## src/hw/rtl/vrc_pkg.sv

```systemverilog
// vrc_pkg: shared types and constants of the viewport rectangle clipper.
// No dependencies; used by vrc_axis, viewport_rect_clipper and viewport_rect_clipper_tb.

package vrc_pkg;

   // world positions are fixed by the item format
   localparam int POS_W      = 24;
   localparam int CSR_ADDR_W = 3;
   localparam int CSR_DATA_W = 24;

   // register reset values
   localparam int CAM_WIDTH_RST  = 320;
   localparam int CAM_HEIGHT_RST = 240;

   typedef enum logic [CSR_ADDR_W-1:0] {
      CSR_CAM_WORLD_X  = 3'd0,
      CSR_CAM_WORLD_Y  = 3'd1,
      CSR_CAM_WIDTH    = 3'd2,
      CSR_CAM_HEIGHT   = 3'd3,
      CSR_CAM_SCREEN_X = 3'd4,
      CSR_CAM_SCREEN_Y = 3'd5
   } csr_index_type;

   // per-stage load enables of the four-stage pipeline
   typedef struct packed {
      logic s1;
      logic s2;
      logic s3;
      logic s4;
   } stage_en_type;

endpackage

```

## src/hw/rtl/vrc_axis.sv

```systemverilog
// vrc_axis: four-stage clip datapath for one axis (x or y).
// Depends on vrc_pkg; stage enables come from the top level.

module vrc_axis #(
   parameter int FRAC_BITS = 4,
   parameter int DIM_BITS  = 12
) (
   input  logic                            clock,
   input  vrc_pkg::stage_en_type           en,
   input  logic signed [vrc_pkg::POS_W-1:0] pos,
   input  logic signed [vrc_pkg::POS_W-1:0] cam,
   input  logic [DIM_BITS-1:0]             size,
   input  logic [DIM_BITS-1:0]             win,
   input  logic [DIM_BITS-1:0]             origin,
   output logic                            vis,
   output logic [DIM_BITS:0]               scr,
   output logic [DIM_BITS-1:0]             lo_cut,
   output logic [DIM_BITS-1:0]             len
);

   localparam int LO_W = vrc_pkg::POS_W + 1;
   localparam int HI_W = vrc_pkg::POS_W + 2;
   localparam int HALF = (2 ** FRAC_BITS) / 2;

   logic signed [HI_W-1:0] win_fx;
   assign win_fx = signed'(HI_W'(win) << FRAC_BITS);

   // stage 1: camera-relative near edge
   logic signed [LO_W-1:0] lo_s1_in, lo_s1_ff;
   logic [DIM_BITS-1:0]    size_s1_ff;

   assign lo_s1_in = LO_W'(pos) - LO_W'(cam);

   always_ff @(posedge clock) begin
      if (en.s1) begin
         lo_s1_ff   <= lo_s1_in;
         size_s1_ff <= size;
      end
   end

   // stage 2: far edge, magnitude of near edge, off-window test on near edge
   logic signed [HI_W-1:0] lo_ext, size_fx;
   logic signed [HI_W-1:0] hi_s2_in, hi_s2_ff;
   logic [HI_W-1:0]        mag_s2_in, mag_s2_ff;
   logic                   neg_s2_ff, off_s2_in, off_s2_ff;
   logic [DIM_BITS-1:0]    size_s2_ff;

   assign lo_ext    = HI_W'(lo_s1_ff);
   assign size_fx   = signed'(HI_W'(size_s1_ff) << FRAC_BITS);
   assign hi_s2_in  = lo_ext + size_fx;
   assign mag_s2_in = lo_s1_ff[LO_W-1] ? unsigned'(-lo_ext) : unsigned'(lo_ext);
   assign off_s2_in = (lo_ext >= win_fx);

   always_ff @(posedge clock) begin
      if (en.s2) begin
         hi_s2_ff   <= hi_s2_in;
         mag_s2_ff  <= mag_s2_in;
         neg_s2_ff  <= lo_s1_ff[LO_W-1];
         off_s2_ff  <= off_s2_in;
         size_s2_ff <= size_s1_ff;
      end
   end

   // stage 3: round both cuts to whole pixels (add half, truncate)
   logic [HI_W-1:0]        mag_sum;
   logic signed [HI_W-1:0] over;
   logic [DIM_BITS-1:0]    mag_rnd_s3_in, mag_rnd_s3_ff;
   logic [DIM_BITS-1:0]    cut_hi_s3_in, cut_hi_s3_ff;
   logic                   vis_s3_in, vis_s3_ff, neg_s3_ff;
   logic [DIM_BITS-1:0]    size_s3_ff;

   assign mag_sum       = mag_s2_ff + HI_W'(HALF);
   assign mag_rnd_s3_in = DIM_BITS'(mag_sum >> FRAC_BITS);
   assign over          = hi_s2_ff - win_fx + signed'(HI_W'(HALF));
   assign cut_hi_s3_in  = (hi_s2_ff >= win_fx) ? DIM_BITS'(unsigned'(over) >> FRAC_BITS)
                                               : '0;
   assign vis_s3_in     = !off_s2_ff && !hi_s2_ff[HI_W-1];

   always_ff @(posedge clock) begin
      if (en.s3) begin
         mag_rnd_s3_ff <= mag_rnd_s3_in;
         cut_hi_s3_ff  <= cut_hi_s3_in;
         vis_s3_ff     <= vis_s3_in;
         neg_s3_ff     <= neg_s2_ff;
         size_s3_ff    <= size_s2_ff;
      end
   end

   // stage 4: remaining length (saturates at zero) and screen start
   logic [DIM_BITS-1:0] cut_lo, start;
   logic [DIM_BITS+1:0] rem;
   logic                vis_s4_ff;
   logic [DIM_BITS:0]   scr_s4_in, scr_s4_ff;
   logic [DIM_BITS-1:0] lo_cut_s4_ff, len_s4_in, len_s4_ff;

   assign cut_lo    = neg_s3_ff ? mag_rnd_s3_ff : '0;
   assign start     = neg_s3_ff ? '0 : mag_rnd_s3_ff;
   assign rem       = (DIM_BITS+2)'(size_s3_ff) - (DIM_BITS+2)'(cut_lo)
                    - (DIM_BITS+2)'(cut_hi_s3_ff);
   assign len_s4_in = rem[DIM_BITS+1] ? '0 : rem[DIM_BITS-1:0];
   assign scr_s4_in = (DIM_BITS+1)'(origin) + (DIM_BITS+1)'(start);

   always_ff @(posedge clock) begin
      if (en.s4) begin
         vis_s4_ff    <= vis_s3_ff;
         scr_s4_ff    <= scr_s4_in;
         lo_cut_s4_ff <= cut_lo;
         len_s4_ff    <= len_s4_in;
      end
   end

   assign vis    = vis_s4_ff;
   assign scr    = scr_s4_ff;
   assign lo_cut = lo_cut_s4_ff;
   assign len    = len_s4_ff;

endmodule

```

## src/hw/rtl/viewport_rect_clipper.sv

```systemverilog
// viewport_rect_clipper: top level, camera registers, pipeline flow control.
// Depends on vrc_pkg and vrc_axis.

// Clips one rectangle per item against the camera window. Items move through a
// four-stage pipeline (relative position, far edge and magnitude, rounding,
// draw size and screen start); a new item is taken every cycle while the result
// side is ready. Each stage holds its item while the stage after it is full and
// stalled, so empty stages keep filling while a finished result waits. Camera
// registers are read live by every stage; the user must write them only while
// no item is in flight, which the block itself does not enforce. When the
// rectangle is not visible, rsp_tuser is low and all of rsp_tdata is zero.

module viewport_rect_clipper #(
   parameter int FRAC_BITS = 4,
   parameter int DIM_BITS  = 12
) (
   input  logic clock,
   input  logic reset,

   input  logic                                  req_tvalid,
   output logic                                  req_tready,
   // pos_x, pos_y, rect_width, rect_height, padded to a whole number of bytes
   input  logic [((2*vrc_pkg::POS_W+2*DIM_BITS+7)/8)*8-1:0] req_tdata,

   output logic                                  rsp_tvalid,
   input  logic                                  rsp_tready,
   // screen_x, screen_y, clip_left, clip_top, draw_width, draw_height, zero fill
   output logic [((6*DIM_BITS+2+7)/8)*8-1:0]     rsp_tdata,
   // visible
   output logic                                  rsp_tuser,

   input  logic                                  csr_we,
   input  logic [vrc_pkg::CSR_ADDR_W-1:0]        csr_addr,
   input  logic [vrc_pkg::CSR_DATA_W-1:0]        csr_wdata
);

   localparam int PW         = vrc_pkg::POS_W;
   localparam int RSP_W      = 6*DIM_BITS + 2;
   localparam int RSP_DATA_W = ((RSP_W + 7) / 8) * 8;

   // camera registers
   logic signed [PW-1:0] cam_world_x_ff, cam_world_y_ff;
   logic [DIM_BITS-1:0]  cam_width_ff, cam_height_ff, cam_screen_x_ff, cam_screen_y_ff;

   always_ff @(posedge clock) begin
      if (reset) begin
         cam_world_x_ff  <= '0;
         cam_world_y_ff  <= '0;
         cam_width_ff    <= DIM_BITS'(vrc_pkg::CAM_WIDTH_RST);
         cam_height_ff   <= DIM_BITS'(vrc_pkg::CAM_HEIGHT_RST);
         cam_screen_x_ff <= '0;
         cam_screen_y_ff <= '0;
      end else if (csr_we) begin
         case (vrc_pkg::csr_index_type'(csr_addr))
            vrc_pkg::CSR_CAM_WORLD_X:  cam_world_x_ff  <= csr_wdata[PW-1:0];
            vrc_pkg::CSR_CAM_WORLD_Y:  cam_world_y_ff  <= csr_wdata[PW-1:0];
            vrc_pkg::CSR_CAM_WIDTH:    cam_width_ff    <= csr_wdata[DIM_BITS-1:0];
            vrc_pkg::CSR_CAM_HEIGHT:   cam_height_ff   <= csr_wdata[DIM_BITS-1:0];
            vrc_pkg::CSR_CAM_SCREEN_X: cam_screen_x_ff <= csr_wdata[DIM_BITS-1:0];
            vrc_pkg::CSR_CAM_SCREEN_Y: cam_screen_y_ff <= csr_wdata[DIM_BITS-1:0];
            default: ;
         endcase
      end
   end

   // input item fields
   logic signed [PW-1:0] pos_x, pos_y;
   logic [DIM_BITS-1:0]  rect_width, rect_height;

   assign pos_x       = req_tdata[PW-1:0];
   assign pos_y       = req_tdata[2*PW-1:PW];
   assign rect_width  = req_tdata[2*PW+DIM_BITS-1:2*PW];
   assign rect_height = req_tdata[2*PW+2*DIM_BITS-1:2*PW+DIM_BITS];

   // flow control: a stage loads when it is empty or its item moves on
   logic v1_ff, v2_ff, v3_ff, v4_ff;
   logic rdy1, rdy2, rdy3, rdy4;
   vrc_pkg::stage_en_type en;

   assign rdy4 = !v4_ff || rsp_tready;
   assign rdy3 = !v3_ff || rdy4;
   assign rdy2 = !v2_ff || rdy3;
   assign rdy1 = !v1_ff || rdy2;

   assign en.s1 = rdy1;
   assign en.s2 = rdy2;
   assign en.s3 = rdy3;
   assign en.s4 = rdy4;

   always_ff @(posedge clock) begin
      if (reset) begin
         v1_ff <= 1'b0;
         v2_ff <= 1'b0;
         v3_ff <= 1'b0;
         v4_ff <= 1'b0;
      end else begin
         if (rdy1) v1_ff <= req_tvalid;
         if (rdy2) v2_ff <= v1_ff;
         if (rdy3) v3_ff <= v2_ff;
         if (rdy4) v4_ff <= v3_ff;
      end
   end

   assign req_tready = rdy1;
   assign rsp_tvalid = v4_ff;

   // per-axis datapaths
   logic                vis_x, vis_y;
   logic [DIM_BITS:0]   scr_x, scr_y;
   logic [DIM_BITS-1:0] cut_x, cut_y, len_x, len_y;

   vrc_axis #(.FRAC_BITS(FRAC_BITS), .DIM_BITS(DIM_BITS)) u_axis_x (
      .clock  (clock),
      .en     (en),
      .pos    (pos_x),
      .cam    (cam_world_x_ff),
      .size   (rect_width),
      .win    (cam_width_ff),
      .origin (cam_screen_x_ff),
      .vis    (vis_x),
      .scr    (scr_x),
      .lo_cut (cut_x),
      .len    (len_x)
   );

   vrc_axis #(.FRAC_BITS(FRAC_BITS), .DIM_BITS(DIM_BITS)) u_axis_y (
      .clock  (clock),
      .en     (en),
      .pos    (pos_y),
      .cam    (cam_world_y_ff),
      .size   (rect_height),
      .win    (cam_height_ff),
      .origin (cam_screen_y_ff),
      .vis    (vis_y),
      .scr    (scr_y),
      .lo_cut (cut_y),
      .len    (len_y)
   );

   // a rectangle off either axis reports all-zero fields
   logic              visible;
   logic [RSP_W-1:0]  rsp_fields;

   assign visible    = vis_x && vis_y;
   assign rsp_fields = {len_y, len_x, cut_y, cut_x, scr_y, scr_x} & {RSP_W{visible}};
   assign rsp_tdata  = RSP_DATA_W'(rsp_fields);
   assign rsp_tuser  = visible;

endmodule

```

## config.mk

```make
export PLATFORM = sky130hd
export DESIGN_NAME = viewport_rect_clipper
export DESIGN_NICKNAME = d
export VERILOG_FILES = /design/src/hw/rtl/vrc_pkg.sv /design/src/hw/rtl/vrc_axis.sv /design/src/hw/rtl/viewport_rect_clipper.sv
export SDC_FILE = /design/constraint.sdc
export NUM_CORES = 1
export LEC_CHECK = 0
export BUFFER_PORTS_ARGS = -buffer_cell sky130_fd_sc_hd__buf_2
export CORE_MARGIN = 4
export CORE_UTILIZATION = 50
export CTS_BUF_LIST = sky130_fd_sc_hd__clkbuf_8
export DETAILED_ROUTE_END_ITERATION = 16
export PLACE_DENSITY = 0.71
export SYNTH_ARGS = -nofsm -noshare
export SYNTH_HDL_FRONTEND = slang
export SYNTH_SLANG_ARGS = --single-unit
```

## constraint.sdc

```tcl
create_clock -name clock -period 4.9 [get_ports clock]
set_clock_uncertainty 0.15 [all_clocks]
set_input_delay 0.98 -clock clock [delete_from_list [all_inputs] [get_ports clock]]
set_output_delay 0.98 -clock clock [all_outputs]
set_load 0.02 [all_outputs]
```

==> metrics.cfg <==
[status]
outcome=finished clean

[power_and_ir_drop]
p_switching_mw=4.387
combPwrFrac=0.344
sequentialPowerShare=0.401
pwr_density_cell_nw_per_um2=463.6
power_frac_clock=0.255
swShare=0.3359
p_leak_nw=12.18
p_int_mw=8.672
vdd_ir_drop_max_uv=212.5

[cells_and_area]
layout-drive-gt1-share=0.1250
design_area_um2=28170
fin_nets=3019
fin_cells=3399
area_growth_pct=12.45
fillers=4252

[timing]
relSlewSlack=0.1979
hold_violations=0
finalSetupViolations=0
rsz0062_at_grt=false
fin_crit_sh=0.8952
tightest_slew_ns=1.203
tns_ns=0
fmax_ghz=0.2280
period_needed_ns=4.386
slew_violations=0

[floorplan]
die_area_um2=53740
fp.dieW_um=231.8
fp.dieH_um=231.8
rows=81
core-area_um2=49250
initial_core_util=0.5086
ios=187

[placed_design]
hpwl_um=45180
dpl.cell_count=3256
gp_congestion=0.9601
io_buffers=180
dpl_cell_area_um2=26620

[setup_path]
critical_path_buf_inv_count=0
rr_startpoint=u_axis_x.neg_s3_ff
cpMaxStageDelayCell=o31ai_2
rr_endpoint=u_axis_x.len[10]
critPathMaxFanout=11
arrival_ns=4.58
crit_required_ns=5.09
cpPeakStageDelay_ns=0.61
r2r_setup_slack_ns=0.51
worstSetupStartpointType=register
path_class=register to register
critPathTopFamily=compound AO/OA/AOI/OAI gates
path_cells=and2_1 -> ha_1 -> fa_1 -> nor2b_1 -> o21ai_1 -> a21oi_1 -> a211oi_1 -> xnor2_1 -> ha_1 -> a2111o_1 -> o21ai_2 -> o21ai_2 -> and4_1 -> o31ai_2 -> nor2_1
r2r_cells=15
end_kind=register

[routing]
final_antenna_net_count=0
wl_met1_um=26680
drc_errors=0
dr_wl_met2_um=25680
num_vias=18210
wl_met3_um=4069
wl_per_cell_um=17.11
vias_per_cell=5.357
drt-total-wl_um=58170
top_layer=met5
drtIter0Drc=1244
first_pass_iters=5

[cts]
cts_resized=0
cts_tree=done
cts_setup_buffers=0
clockBufferDepth=3
cts_hold_buf=0
h-tree-depth=3
clk_latency_ns=0.62
clkTransAtPathRegs_ns=0.06
clock-root-buffer=clkbuf_8
clock-sinks=432
cts_buffers=75

[yosys]
synth-edff-count=332
ys_seq_elements=432
syn_area_um2=25050
async_reset_ff_frac=0
ys_warn_count=0
syn_inst=2465
synth.avg_cell_area_um2=10.16
ys.flop_type=edfxtp_1
synthDistinctLibCells=82
ys_seq_area_frac=0.4779

[global_route]
grt_pass1_wl_um=92090
antenna_found_initial=14
grt_max_degree=77
overflow=0
grtUsageTotal=0.2136
first_global_vias=17810

[min_path]
hp-start=u_axis_y.vis_s3_ff
whs_endpoint=u_axis_y.vis
hold_depth=0
min_path_type=register to register

[run]
drv_cap=0

power by group through the flow:
stage | registers [mW] | clock network, mW | logic [mW]
after floorplan | 5.14 | 0 | 3.49
after global placement | 5.29 | 0 | 4.31
after detailed placement | 5.31 | 0 | 4.45
after CTS | 5.24 | 3.42 | 4.48
after global routing | 5.31 | 3.59 | 5.07
final | 5.24 | 3.33 | 4.49
worst max path at each step:
stage	cells after the start	endpoint	from	slack (ns)
finish	15	u_axis_x.len[10]	u_axis_x.neg_s3_ff	0.51
floorplan	3	req_tready	rsp_tready	0.81
detailed placement	15	u_axis_x.len[10]	u_axis_x.neg_s3_ff	0.53
global placement	15	u_axis_x.len[3]	u_axis_x.neg_s3_ff	0.64
global route	15	u_axis_x.len[0]	u_axis_x.neg_s3_ff	0.21
CTS	15	u_axis_x.len[10]	u_axis_x.neg_s3_ff	0.52
layout make-up:
| type | instances | area (um^2) | area share |
|---|---|---|---|
| Inverter | 219 | 823.3 | 0.02923 |
| Clock buffer | 83 | 1142 | 0.04055 |
| Sequential cell | 432 | 11970 | 0.4250 |
| Timing Repair Buffer | 192 | 1003 | 0.03562 |
| Clock inverter | 54 | 390.4 | 0.01386 |
| Tap cell | 664 | 830.8 | 0.02949 |
| Multi-Input combinational cell | 1749 | 11990 | 0.4257 |
| Antenna cell | 6 | 15.01 | 0.0005330 |
cell usage after synthesis, types with 11 or more instances:
cell type  instances  area, um^2
edfxtp_1         332        9970
nand2_1          319        1197
ha_1             226        2828
inv_1            219       822.0
a21oi_1          213        1066
nor2_1           157       589.3
xnor2_1          136        1191
and3_1           105       656.9
dfxtp_1          100        2002
xor2_1            62       543.0
clkbuf_1          60       225.2
nor2b_1           53       331.6
o21ai_0           46       230.2
nor3_1            38       190.2
nand3_1           37       185.2
o21a_1            35       262.8
a21o_1            33       247.7
o21ai_1           28       140.1
nand2b_1          25       156.4
fa_1              20       400.4
o21bai_1          16       120.1
nand4_1           13       81.33
a211oi_1          11       82.58
layout by cell type (no fill, tap or decap), drive strengths merged, types with 11 or more instances in the layout:
| cell | count |
|---|---|
| nor3 | 38 |
| nand2b | 25 |
| nand4 | 13 |
| buf | 192 |
| a21oi | 218 |
| clkinv | 25 |
| o21a | 35 |
| nor2 | 157 |
| nand3 | 37 |
| dfxtp | 100 |
| inv | 240 |
| o21ai | 79 |
| o21bai | 17 |
| nor2b | 53 |
| a21o | 33 |
| a211oi | 14 |
| nand2 | 319 |
| edfxtp | 332 |
| xor2 | 62 |
| xnor2 | 136 |
| o31ai | 11 |
| clkbuf | 83 |
| fa | 20 |
| and3 | 105 |
| ha | 226 |
sequential cells by signal, indices dropped and copies added, names as in the netlist, 13 cells and up:
signal,flops
u_axis_x.scr,13
cam_world_y_ff,24
u_axis_x.hi_s2_ff,25
u_axis_x.mag_s2_ff,14
u_axis_y.lo_s1_ff,25
u_axis_x.lo_s1_ff,25
u_axis_y.hi_s2_ff,25
u_axis_y.scr,13
u_axis_y.mag_s2_ff,14
cam_world_x_ff,24
logic make-up (layout without fill, tap and decap cells):
family / Yosys count / after routing / share of synthesized area
DFF: 432 / 432 / 0.4779
other: 1 / 12 / 0.0001497
AOI/OAI and AO/OA: 494 / 494 / 0.1275
buffers and inverters: 289 / 548 / 0.04451
xor gates and xnor gates: 198 / 198 / 0.06923
and+or+nand+nor: 805 / 805 / 0.1518
adders and majority gates: 246 / 246 / 0.1289
routing by layer:
metal | vias up | track usage
met5 | - | 0
met4 | 16 | 0.07398
li1 | 9091 | -
met3 | 117 | 0.04612
met2 | 531 | 0.3339
met1 | 8453 | 0.2965
worst register-to-register path, stage by stage (launching register included):
cell and delay (ns):
edfxtp_1 0.41, and2_1 0.18, ha_1 0.21, fa_1 0.40
nor2b_1 0.13, o21ai_1 0.08, a21oi_1 0.27, a211oi_1 0.10
xnor2_1 0.14, ha_1 0.34, a2111o_1 0.45, o21ai_2 0.18
o21ai_2 0.11, and4_1 0.23, o31ai_2 0.61, nor2_1 0.12
metrics by stage:
| stage | hold WS (ns) | setup slack (ns) | utilization | power [mW] |
|---|---|---|---|---|
| global route | 0.2702 | 0.2103 | 0.5718 | 13.96 |
| detailed placement | 0.2545 | 0.5282 | 0.5405 | 9.760 |
| global placement | 0.2554 | 0.6359 | 0.5405 | 9.596 |
| CTS | 0.2666 | 0.5174 | 0.5716 | 13.14 |
| floorplan | 0.2503 | 0.8142 | - | 8.629 |
| finish | 0.2632 | 0.5136 | 0.5719 | 13.06 |
Note: power is estimated with default switching activity, not from simulation.
